### src/wsp_pkg.sv
`timescale 1ns / 1ps

package wsp_pkg;

  localparam int WSP_SCAN_WINDOW = 64;
  localparam int QUEUE_DEPTH     = 4;

  localparam logic [31:0] TAG_RIFF = 32'h4646_4952;
  localparam logic [31:0] TAG_WAVE = 32'h4556_4157;
  localparam logic [31:0] TAG_FMT  = 32'h2074_6d66;
  localparam logic [31:0] TAG_DATA = 32'h6174_6164;

  localparam logic [9:0]  VOLUME_RESET = 10'd100;
  localparam logic [15:0] FMT_PCM      = 16'd1;
  localparam logic [15:0] BITS_WIDE    = 16'd16;

  // floor(m / 100) == (m * ceil(2^32 / 100)) >> 32 for every m below 2^30
  localparam logic [25:0] DIV100_RECIP = 26'd42949673;
  localparam int          DIV100_SHIFT = 32;

  localparam logic [1:0] KIND_SAMPLE = 2'd0;
  localparam logic [1:0] KIND_INFO   = 2'd1;
  localparam logic [1:0] KIND_ERROR  = 2'd2;

  localparam logic [1:0] ERR_TAGS    = 2'd0;
  localparam logic [1:0] ERR_NOT_PCM = 2'd1;
  localparam logic [1:0] ERR_NO_DATA = 2'd2;
  localparam logic [1:0] ERR_SHORT   = 2'd3;

  typedef enum logic [2:0] {
    OP_SAMPLE8,
    OP_SAMPLE16,
    OP_RAW,
    OP_INFO,
    OP_ERROR
  } wsp_op_t;

  typedef struct packed {
    logic [7:0] data_byte;
    logic       end_of_file;
  } wsp_in_t;

  typedef struct packed {
    logic [1:0]        result_kind;
    logic signed [15:0] sample_value;
    logic              sample_wide;
    logic [15:0]       channel_count;
    logic [31:0]       rate_hz;
    logic [15:0]       bits_per_sample;
    logic [1:0]        error_code;
    logic              last;
  } wsp_out_t;

  // work item handed from the parser to the scaling pipeline
  typedef struct packed {
    wsp_op_t     op;
    logic [15:0] data;
    logic        last;
    logic [15:0] chan;
    logic [31:0] rate;
    logic [15:0] fbits;
    logic [1:0]  err;
  } wsp_cmd_t;

endpackage

### src/wsp_front.sv
`timescale 1ns / 1ps

module wsp_front
  import wsp_pkg::*;
#(
  parameter int SCAN_WINDOW = WSP_SCAN_WINDOW
) (
  input  logic     clk,
  input  logic     rst_n,
  input  logic     in_valid,
  input  wsp_in_t  in_data,
  output logic     in_stall,
  input  logic     q_full,
  output logic     push,
  output wsp_cmd_t push_cmd
);

  localparam int POS_W = ($clog2(SCAN_WINDOW + 5) > 6) ? $clog2(SCAN_WINDOW + 5) : 6;
  localparam logic [POS_W-1:0] WIN       = POS_W'(SCAN_WINDOW);
  localparam logic [POS_W-1:0] POS_RIFF  = POS_W'(3);
  localparam logic [POS_W-1:0] POS_WAVE  = POS_W'(11);
  localparam logic [POS_W-1:0] POS_FMT   = POS_W'(15);
  localparam logic [POS_W-1:0] POS_CODE  = POS_W'(21);
  localparam logic [POS_W-1:0] POS_CHAN  = POS_W'(23);
  localparam logic [POS_W-1:0] POS_RATE  = POS_W'(27);
  localparam logic [POS_W-1:0] POS_BITS  = POS_W'(35);

  typedef enum logic [4:0] {
    PH_HEADER = 5'b00001,
    PH_SCAN   = 5'b00010,
    PH_SIZE   = 5'b00100,
    PH_DATA   = 5'b01000,
    PH_DONE   = 5'b10000
  } phase_t;

  phase_t           phase_r, phase_nxt;
  logic [POS_W-1:0] pos_r, pos_nxt;
  logic [31:0]      hdr_r, hdr_nxt;
  logic [31:0]      tag_r, tag_nxt;
  logic [15:0]      fbits_r, fbits_nxt;
  logic [31:0]      rem_r, rem_nxt;
  logic             hold_v_r, hold_v_nxt;
  logic [7:0]       hold_b_r, hold_b_nxt;
  logic             tags_bad_r, tags_bad_nxt;
  logic             not_pcm_r, not_pcm_nxt;
  logic [15:0]      chan_r, chan_nxt;
  logic [31:0]      rate_r, rate_nxt;
  logic [1:0]       sidx_r, sidx_nxt;

  logic             accept;
  logic [7:0]       b;
  logic             eof;
  logic [31:0]      hdr_shift;
  logic [31:0]      tag_shift;
  logic [POS_W-1:0] pos_inc;
  logic [31:0]      rem_dec;
  logic [31:0]      rem_sz;
  logic             fin;

  assign in_stall  = q_full;
  assign accept    = in_valid && !q_full;
  assign b         = in_data.data_byte;
  assign eof       = in_data.end_of_file;
  assign hdr_shift = {b, hdr_r[31:8]};
  assign tag_shift = {b, tag_r[31:8]};
  assign pos_inc   = pos_r + 1'b1;
  assign rem_dec   = rem_r - 32'd1;
  assign fin       = (rem_dec == 32'd0) || eof;

  always_comb begin
    phase_nxt    = phase_r;
    pos_nxt      = pos_r;
    hdr_nxt      = hdr_r;
    tag_nxt      = tag_r;
    fbits_nxt    = fbits_r;
    rem_nxt      = rem_r;
    hold_v_nxt   = hold_v_r;
    hold_b_nxt   = hold_b_r;
    tags_bad_nxt = tags_bad_r;
    not_pcm_nxt  = not_pcm_r;
    chan_nxt     = chan_r;
    rate_nxt     = rate_r;
    sidx_nxt     = sidx_r;
    rem_sz       = rem_r;
    push         = 1'b0;
    push_cmd     = '0;
    push_cmd.op  = OP_ERROR;

    if (accept) begin
      unique case (phase_r)
        PH_HEADER: begin
          hdr_nxt = hdr_shift;
          if (pos_r == POS_RIFF && hdr_shift != TAG_RIFF) tags_bad_nxt = 1'b1;
          if (pos_r == POS_WAVE && hdr_shift != TAG_WAVE) tags_bad_nxt = 1'b1;
          if (pos_r == POS_FMT && hdr_shift != TAG_FMT) tags_bad_nxt = 1'b1;
          if (pos_r == POS_CODE && hdr_shift[31:16] != FMT_PCM) not_pcm_nxt = 1'b1;
          if (pos_r == POS_CHAN) chan_nxt = hdr_shift[31:16];
          if (pos_r == POS_RATE) rate_nxt = hdr_shift;
          if (pos_r == POS_BITS) fbits_nxt = hdr_shift[31:16];
          if (pos_r == POS_BITS) begin
            push = 1'b1;
            if (tags_bad_r || not_pcm_r || eof) begin
              push_cmd.op  = OP_ERROR;
              push_cmd.err = tags_bad_r ? ERR_TAGS : (not_pcm_r ? ERR_NOT_PCM : ERR_NO_DATA);
              phase_nxt    = PH_DONE;
            end else begin
              push_cmd.op    = OP_INFO;
              push_cmd.chan  = chan_r;
              push_cmd.rate  = rate_r;
              push_cmd.fbits = hdr_shift[31:16];
              phase_nxt      = PH_SCAN;
              pos_nxt        = '0;
              tag_nxt        = '0;
            end
          end else if (eof) begin
            push         = 1'b1;
            push_cmd.op  = OP_ERROR;
            push_cmd.err = ERR_SHORT;
          end else begin
            pos_nxt = pos_inc;
          end
        end
        PH_SCAN: begin
          tag_nxt = tag_shift;
          pos_nxt = pos_inc;
          if (tag_shift == TAG_DATA) begin
            phase_nxt = PH_SIZE;
            sidx_nxt  = '0;
            rem_nxt   = '0;
          end else if (pos_inc >= WIN || eof) begin
            push         = 1'b1;
            push_cmd.op  = OP_ERROR;
            push_cmd.err = ERR_NO_DATA;
            phase_nxt    = PH_DONE;
          end
        end
        PH_SIZE: begin
          // size bytes past the scan window read as zero
          if (pos_r < WIN) rem_sz = rem_r | ({24'b0, b} << {sidx_r, 3'b000});
          rem_nxt  = rem_sz;
          pos_nxt  = pos_inc;
          sidx_nxt = sidx_r + 2'd1;
          if (sidx_r == 2'd3) begin
            if (rem_sz == 32'd0 || rem_sz[31]) begin
              phase_nxt = PH_DONE;
            end else begin
              phase_nxt  = PH_DATA;
              hold_v_nxt = 1'b0;
            end
          end
        end
        PH_DATA: begin
          rem_nxt = rem_dec;
          if (fbits_r == BITS_WIDE && !hold_v_r) begin
            if (fin) begin
              // odd trailing low byte goes out as is
              push          = 1'b1;
              push_cmd.op   = OP_RAW;
              push_cmd.data = {8'b0, b};
              push_cmd.last = 1'b1;
              phase_nxt     = PH_DONE;
            end else begin
              hold_b_nxt = b;
              hold_v_nxt = 1'b1;
            end
          end else begin
            push = 1'b1;
            if (fbits_r == BITS_WIDE) begin
              push_cmd.op   = OP_SAMPLE16;
              push_cmd.data = {b, hold_b_r};
              hold_v_nxt    = 1'b0;
            end else begin
              push_cmd.op   = OP_SAMPLE8;
              push_cmd.data = {8'b0, b};
            end
            if (fin) begin
              push_cmd.last = 1'b1;
              phase_nxt     = PH_DONE;
            end
          end
        end
        PH_DONE: begin
        end
        default: begin
          phase_nxt = PH_HEADER;
        end
      endcase

      if (eof) begin
        phase_nxt    = PH_HEADER;
        pos_nxt      = '0;
        hdr_nxt      = '0;
        tag_nxt      = '0;
        fbits_nxt    = '0;
        rem_nxt      = '0;
        hold_v_nxt   = 1'b0;
        hold_b_nxt   = '0;
        tags_bad_nxt = 1'b0;
        not_pcm_nxt  = 1'b0;
        chan_nxt     = '0;
        rate_nxt     = '0;
        sidx_nxt     = '0;
      end
    end
  end

  always_ff @(posedge clk) begin
    if (!rst_n) begin
      phase_r    <= PH_HEADER;
      pos_r      <= '0;
      hdr_r      <= '0;
      tag_r      <= '0;
      fbits_r    <= '0;
      rem_r      <= '0;
      hold_v_r   <= 1'b0;
      hold_b_r   <= '0;
      tags_bad_r <= 1'b0;
      not_pcm_r  <= 1'b0;
      chan_r     <= '0;
      rate_r     <= '0;
      sidx_r     <= '0;
    end else begin
      phase_r    <= phase_nxt;
      pos_r      <= pos_nxt;
      hdr_r      <= hdr_nxt;
      tag_r      <= tag_nxt;
      fbits_r    <= fbits_nxt;
      rem_r      <= rem_nxt;
      hold_v_r   <= hold_v_nxt;
      hold_b_r   <= hold_b_nxt;
      tags_bad_r <= tags_bad_nxt;
      not_pcm_r  <= not_pcm_nxt;
      chan_r     <= chan_nxt;
      rate_r     <= rate_nxt;
      sidx_r     <= sidx_nxt;
    end
  end

endmodule

### src/wsp_queue.sv
`timescale 1ns / 1ps

module wsp_queue
  import wsp_pkg::*;
(
  input  logic     clk,
  input  logic     rst_n,
  input  logic     push,
  input  wsp_cmd_t push_cmd,
  output logic     full,
  input  logic     pop,
  output logic     head_valid,
  output wsp_cmd_t head_cmd
);

  localparam int PTR_W = $clog2(QUEUE_DEPTH);
  localparam int CNT_W = $clog2(QUEUE_DEPTH + 1);

  wsp_cmd_t         mem_r [QUEUE_DEPTH];
  logic [PTR_W-1:0] wr_ptr_r, wr_ptr_nxt;
  logic [PTR_W-1:0] rd_ptr_r, rd_ptr_nxt;
  logic [CNT_W-1:0] count_r, count_nxt;

  assign full       = (count_r == CNT_W'(QUEUE_DEPTH));
  assign head_valid = (count_r != '0);
  assign head_cmd   = mem_r[rd_ptr_r];

  always_comb begin
    wr_ptr_nxt = push ? wr_ptr_r + 1'b1 : wr_ptr_r;
    rd_ptr_nxt = pop ? rd_ptr_r + 1'b1 : rd_ptr_r;
    unique case ({push, pop})
      2'b10:   count_nxt = count_r + 1'b1;
      2'b01:   count_nxt = count_r - 1'b1;
      default: count_nxt = count_r;
    endcase
  end

  always_ff @(posedge clk) begin
    if (!rst_n) begin
      wr_ptr_r <= '0;
      rd_ptr_r <= '0;
      count_r  <= '0;
    end else begin
      wr_ptr_r <= wr_ptr_nxt;
      rd_ptr_r <= rd_ptr_nxt;
      count_r  <= count_nxt;
    end
  end

  always_ff @(posedge clk) begin
    if (push) mem_r[wr_ptr_r] <= push_cmd;
  end

  a_no_overflow: assert property (@(posedge clk) disable iff (!rst_n) push |-> !full)
    else $error("queue written while full");
  a_no_underflow: assert property (@(posedge clk) disable iff (!rst_n) pop |-> head_valid)
    else $error("queue read while empty");

endmodule

### src/wsp_scale.sv
`timescale 1ns / 1ps

module wsp_scale
  import wsp_pkg::*;
(
  input  logic     clk,
  input  logic     rst_n,
  input  logic [9:0] volume,
  input  logic     head_valid,
  input  wsp_cmd_t head_cmd,
  output logic     pop,
  output logic     out_valid,
  input  logic     out_stall,
  output wsp_out_t out_data
);

  logic               en;
  logic signed [16:0] opnd;
  logic signed [27:0] prod;
  logic [27:0]        mag;
  logic [50:0]        quot_full;
  logic signed [19:0] qs;
  logic [15:0]        wide_val;
  logic [7:0]         narrow_val;
  wsp_out_t           res;

  logic               s1_valid_r;
  wsp_cmd_t           s1_cmd_r;
  logic signed [27:0] s1_prod_r;
  logic               s2_valid_r;
  wsp_cmd_t           s2_cmd_r;
  logic               s2_neg_r;
  logic [18:0]        s2_q_r;
  logic               out_valid_r;
  wsp_out_t           out_data_r;

  // whole pipe advances unless a finished result is held back
  assign en  = !out_valid_r || !out_stall;
  assign pop = en && head_valid;

  always_comb begin
    unique case (head_cmd.op)
      OP_SAMPLE16: opnd = {head_cmd.data[15], head_cmd.data};
      OP_SAMPLE8:  opnd = $signed({9'b0, head_cmd.data[7:0]}) - 17'sd128;
      default:     opnd = '0;
    endcase
    prod = opnd * $signed({1'b0, volume});
  end

  // divide by 100 on the magnitude so the quotient truncates toward zero
  assign mag       = s1_prod_r[27] ? 28'(-s1_prod_r) : 28'(s1_prod_r);
  assign quot_full = mag[24:0] * DIV100_RECIP;

  always_comb begin
    qs = s2_neg_r ? -$signed({1'b0, s2_q_r}) : $signed({1'b0, s2_q_r});
    if (qs > 20'sd32767)       wide_val = 16'h7fff;
    else if (qs < -20'sd32767) wide_val = 16'h8001;
    else                       wide_val = qs[15:0];
    narrow_val = qs[7:0] + 8'd128;

    res      = '0;
    res.last = s2_cmd_r.last;
    unique case (s2_cmd_r.op)
      OP_SAMPLE16: begin
        res.result_kind  = KIND_SAMPLE;
        res.sample_value = wide_val;
        res.sample_wide  = 1'b1;
      end
      OP_SAMPLE8: begin
        res.result_kind  = KIND_SAMPLE;
        res.sample_value = {8'b0, narrow_val};
      end
      OP_RAW: begin
        res.result_kind  = KIND_SAMPLE;
        res.sample_value = {8'b0, s2_cmd_r.data[7:0]};
      end
      OP_INFO: begin
        res.result_kind     = KIND_INFO;
        res.channel_count   = s2_cmd_r.chan;
        res.rate_hz         = s2_cmd_r.rate;
        res.bits_per_sample = s2_cmd_r.fbits;
      end
      OP_ERROR: begin
        res.result_kind = KIND_ERROR;
        res.error_code  = s2_cmd_r.err;
      end
      default: begin
        res.result_kind = KIND_ERROR;
      end
    endcase
  end

  always_ff @(posedge clk) begin
    if (!rst_n) begin
      s1_valid_r  <= 1'b0;
      s2_valid_r  <= 1'b0;
      out_valid_r <= 1'b0;
    end else if (en) begin
      s1_valid_r  <= head_valid;
      s2_valid_r  <= s1_valid_r;
      out_valid_r <= s2_valid_r;
    end
  end

  always_ff @(posedge clk) begin
    if (en) begin
      s1_cmd_r   <= head_cmd;
      s1_prod_r  <= prod;
      s2_cmd_r   <= s1_cmd_r;
      s2_neg_r   <= s1_prod_r[27];
      s2_q_r     <= quot_full[DIV100_SHIFT +: 19];
      out_data_r <= res;
    end
  end

  assign out_valid = out_valid_r;
  assign out_data  = out_data_r;

  a_narrow_range: assert property (@(posedge clk) disable iff (!rst_n)
      (out_valid_r && out_data_r.result_kind == KIND_SAMPLE && !out_data_r.sample_wide)
      |-> (out_data_r.sample_value[15:8] == 8'd0))
    else $error("8-bit sample exceeds one byte");
  a_wide_clamp: assert property (@(posedge clk) disable iff (!rst_n)
      (out_valid_r && out_data_r.sample_wide)
      |-> (out_data_r.sample_value != 16'sh8000 && out_data_r.result_kind == KIND_SAMPLE))
    else $error("wide sample outside clamp range");
  a_stage_held: assert property (@(posedge clk) disable iff (!rst_n)
      (s2_valid_r && !en) |=> (s2_valid_r && $stable(s2_q_r)))
    else $error("pipeline stage lost while output stalled");

endmodule

### src/wav_stream_parser_volume_unit.sv
`timescale 1ns / 1ps

// channel   ports                               item
// input     in_valid, in_stall, in_data         one file byte, end-of-file flag
// result    out_valid, out_stall, out_data      sample, format info or error
// config    cfg_we, cfg_wdata                   volume in percent (reset 100)
//
// One byte is taken per cycle while in_stall is low; the parser handles a byte in the cycle it is taken.
// A result leaves the queue and passes the stages: multiply off the queue head,
// reciprocal divide by 100, then clamp and pack into the output register.
// in_stall rises only when the 4-entry queue is full, i.e. after out_stall backs it up.
// Synchronous active-low reset; no clearing pass, the block takes bytes right after it.
// Volume is sampled live by the multiplier; change it only while the block is idle.

module wav_stream_parser_volume_unit
  import wsp_pkg::*;
#(
  parameter int SCAN_WINDOW = WSP_SCAN_WINDOW
) (
  input  logic       clk,
  input  logic       rst_n,
  input  logic       in_valid,
  output logic       in_stall,
  input  wsp_in_t    in_data,
  output logic       out_valid,
  input  logic       out_stall,
  output wsp_out_t   out_data,
  input  logic       cfg_we,
  input  logic [9:0] cfg_wdata
);

  logic [9:0] volume_r;
  logic       q_full;
  logic       push;
  wsp_cmd_t   push_cmd;
  logic       pop;
  logic       head_valid;
  wsp_cmd_t   head_cmd;

  always_ff @(posedge clk) begin
    if (!rst_n) begin
      volume_r <= VOLUME_RESET;
    end else if (cfg_we) begin
      volume_r <= cfg_wdata;
    end
  end

  wsp_front #(
    .SCAN_WINDOW (SCAN_WINDOW)
  ) u_front (
    .clk      (clk),
    .rst_n    (rst_n),
    .in_valid (in_valid),
    .in_data  (in_data),
    .in_stall (in_stall),
    .q_full   (q_full),
    .push     (push),
    .push_cmd (push_cmd)
  );

  wsp_queue u_queue (
    .clk        (clk),
    .rst_n      (rst_n),
    .push       (push),
    .push_cmd   (push_cmd),
    .full       (q_full),
    .pop        (pop),
    .head_valid (head_valid),
    .head_cmd   (head_cmd)
  );

  wsp_scale u_scale (
    .clk        (clk),
    .rst_n      (rst_n),
    .volume     (volume_r),
    .head_valid (head_valid),
    .head_cmd   (head_cmd),
    .pop        (pop),
    .out_valid  (out_valid),
    .out_stall  (out_stall),
    .out_data   (out_data)
  );

endmodule
### config.mk
export PLATFORM = sky130hd
export DESIGN_NAME = wav_stream_parser_volume_unit
export DESIGN_NICKNAME = d
export VERILOG_FILES = /design/src/wsp_pkg.sv /design/src/wsp_front.sv /design/src/wsp_queue.sv /design/src/wsp_scale.sv /design/src/wav_stream_parser_volume_unit.sv
export SDC_FILE = /design/constraint.sdc
export NUM_CORES = 2
export LEC_CHECK = 0
export CAP_MARGIN = 20
export CORE_MARGIN = 2
export CORE_UTILIZATION = 50
export DETAILED_ROUTE_END_ITERATION = 12
export DONT_BUFFER_PORTS = 1
export SYNTH_ARGS = -nofsm -noshare
export SYNTH_HDL_FRONTEND = slang
export SYNTH_HIERARCHICAL = 1
export SYNTH_SLANG_ARGS = --single-unit
### constraint.sdc
create_clock -name clk -period 11.75 [get_ports clk]
set_input_delay 0 -clock clk [delete_from_list [all_inputs] [get_ports clk]]
set_output_delay 0 -clock clk [all_outputs]
set_load 0.01 [all_outputs]
==> impl_metrics.json <==
{
  "fin_crit_ns": 8.86,
  "layout_common_cells": "edfxtp_1 (632), inv_1 (521), fa_1 (362)",
  "cp_max_fo": 13,
  "fin_setup_tns_ns": 0,
  "crit_required_ns": 12.25,
  "port-buffer-count": 0,
  "yosys_warnings": 6,
  "yosys.area.top_type": "edfxtp_1",
  "grt_max_degree": 158,
  "startpoint_type": "register",
  "place_congestion": 0.962,
  "final_common_cell": "edfxtp_1",
  "wl_per_cell_um": 20.9,
  "syn-cell-area_um2": 49500,
  "hp-class": "primary input to register",
  "grt_pass1_vias": 31500,
  "dr.pass1.iters": 6,
  "cts-root-buf": "clkbuf_16",
  "num_vias": 30700,
  "yosys_register_bits": 823,
  "synth-async-reset-ratio": 0,
  "tightest_slew_ns": 1.22,
  "rows": 115,
  "synth_top_area_frac": 0.383,
  "die_h_um": 319,
  "cts_setup_buffers": 0,
  "use_met1": 0.330,
  "drt_iter0_markers": 2407,
  "fmax_mhz": 113,
  "setup_viol": 0,
  "globalRouteMet2Util": 0.358,
  "cts_tree": "built",
  "grt_busiest_layer": "met2",
  "slew_headroom": 0.182,
  "finalCritPeriodShare": 0.754,
  "met3_usage": 0.0371,
  "clk_latency_ns": 0.66,
  "clockBufferDepth": 3,
  "critPathArrivalTime_ns": 9.35,
  "syn_to_final_growth_pct": 9.08,
  "critPathKind": "register to register",
  "synth_area_per_cell_um2": 12.2,
  "netlist_top_cells_area": "edfxtp_1 (38%), fa_1 (15%), ha_1 (8.4%)",
  "rsz0062_at_grt": "false",
  "final_net_count": 4780,
  "grt_use_total": 0.228,
  "path_clk_slew_ns": 0.06,
  "cts_resized": 0,
  "die_area_um2": 102000,
  "routed_wl_mm": 114,
  "gr-total-overflow": 0,
  "cts_hold_buffers": 46,
  "viasPerCell": 5.67,
  "grt_first_pass_wirelength_mm": 181,
  "cts.sinks": 823,
  "drive_above_1_share": 0.0808,
  "drtAntennaViolNets": 0,
  "ios": 112,
  "postSynthCellCount": 4058,
  "drv_cap": 0,
  "drcViolationCount": 0,
  "hpwl_mm": 78.9,
  "numCtsBuffers": 86,
  "synth.distinct_cells": 104,
  "finalHoldViolations": 0,
  "die_w_um": 319,
  "htreeDepth": 3,
  "fill_cells": 8322,
  "antenna_found_initial": 8,
  "synth_edf_count": 632,
  "final_cell_area_um2": 54000,
  "worst_setup_path_end_kind": "register",
  "core_um2": 98300,
  "slew_viol_final": 0,
  "placed_cell_area_um2": 50700,
  "skew_ns": 0.0318,
  "start_util": 0.504,
  "synth_nets": 4777,
  "status": "finished, final reports clean",
  "yosysSeqAreaShare": 0.460,
  "synth_ff_type": "edfxtp_1"
}
## per-layer routing
layer	vias up	routed length, um
met2	828	51600
li1	14300	-
met4	4	2940
met5	-	33
met3	165	6780
met1	15400	52200
## cell families (layout without fill, tap and decap cells)
group / count (synthesis) / in the layout / synth area share
other: 0 / 1 / 0
XOR/XNOR: 95 / 95 / 0.0175
flip-flops: 823 / 823 / 0.460
buffers and inverters: 704 / 781 / 0.0565
adder cells (fa/ha/maj): 695 / 695 / 0.230
multiplexers: 111 / 111 / 0.0442
AO/OA/AOI/OAI: 559 / 559 / 0.0750
AND/OR/NAND/NOR: 1071 / 1071 / 0.116
## critical path, cell delays in order (launching register included)
cell      delay [ns]
edfxtp_1        0.67
inv_1           0.28
ha_1            0.26
nand4b_1        0.23
nor3_2          0.32
and2b_1         0.22
xor2_1          0.57
inv_1           0.21
fa_1            0.57
inv_1           0.08
ha_1            0.20
fa_1            0.47
fa_1            0.57
fa_1            0.43
fa_1            0.49
inv_1           0.05
fa_1            0.47
inv_1           0.04
ha_1            0.33
a21oi_1         0.22
o211ai_1        0.14
o21ai_0         0.27
nand2_1         0.08
o211ai_1        0.37
a21oi_1         0.23
a211o_1         0.36
or4b_1          0.48
nand4b_1        0.10
## metrics by stage
stage / worst slack (ns) / std cells / utilization / hold WS (ns)
3_3_place_gp: 3.04 / 5207 / 0.516 / 0.0686
2_1_floorplan: 3.38 / 4058 / - / 0.117
3_5_place_dp: 2.88 / 5209 / 0.516 / 0.0701
5_1_grt: 2.29 / 5422 / 0.550 / 0.0681
6_report: 2.89 / 5423 / 0.550 / 0.0464
4_1_cts: 2.83 / 5417 / 0.549 / 0.0184
## cell type report
cell class | count | area, um^2 | share of cell area
multi-input combinational | 2531 | 24000 | 0.444
sequential | 823 | 22800 | 0.422
clock buffer | 124 | 2390 | 0.0442
inverter | 524 | 1970 | 0.0365
tap | 1287 | 1610 | 0.0298
timing repair buffer | 95 | 901 | 0.0167
clock inverter | 38 | 357 | 0.00660
antenna | 1 | 2.50 | 0.0000463
## synth_stat cells (all sizes together), types with 13 or more instances
| cell | number |
|---|---|
| a21o | 39 |
| and2 | 135 |
| inv | 523 |
| a21oi | 151 |
| fa | 362 |
| or2 | 13 |
| xor2 | 39 |
| nor4 | 29 |
| nand3 | 92 |
| a31oi | 23 |
| nor3 | 58 |
| mux4 | 86 |
| buf | 38 |
| mux2i | 23 |
| nor2 | 231 |
| nand2b | 20 |
| nand2 | 196 |
| xnor2 | 56 |
| dfxtp | 191 |
| nor2b | 34 |
| and3 | 137 |
| o21a | 14 |
| or3 | 24 |
| nand4 | 33 |
| o31ai | 19 |
| clkbuf | 142 |
| o21ai | 99 |
| edfxtp | 632 |
| or4 | 14 |
| ha | 333 |
| a22oi | 92 |
## state kept, by name, summed over array words and instances, names as in the netlist, 26 cells and up, named ones only
register	count
u_front/rate_r	32
u_scale/s1_cmd_r	78
u_scale/out_data	86
u_front/rem_r	32
u_scale/s2_cmd_r	77
u_queue/mem_r	344
u_scale/s1_prod_r	26
## path summary, 6_finish.rpt
kind / from / to / slack (ns) / cells past startpoint
worst max-delay path: u_scale/s1_prod_r[0]$_DFFE_PN_ / u_scale/s2_q_r[15]$_DFFE_PN_ / 2.89 / 27
worst min-delay path: in_data[1] / u_front/tags_bad_r$_SDFFE_PN0P_ / 0.05 / 8
worst max register to register: u_scale/s1_prod_r[0]$_DFFE_PN_ / u_scale/s2_q_r[15]$_DFFE_PN_ / 2.89 / 27
worst min register to register: u_scale/s1_cmd_r[53]$_DFFE_PN_ / u_scale/s2_cmd_r[53]$_DFFE_PN_ / 0.41 / 0
Power is not shown: default switching activity piles up to over one toggle a cycle in this logic, so the estimate is an artifact.
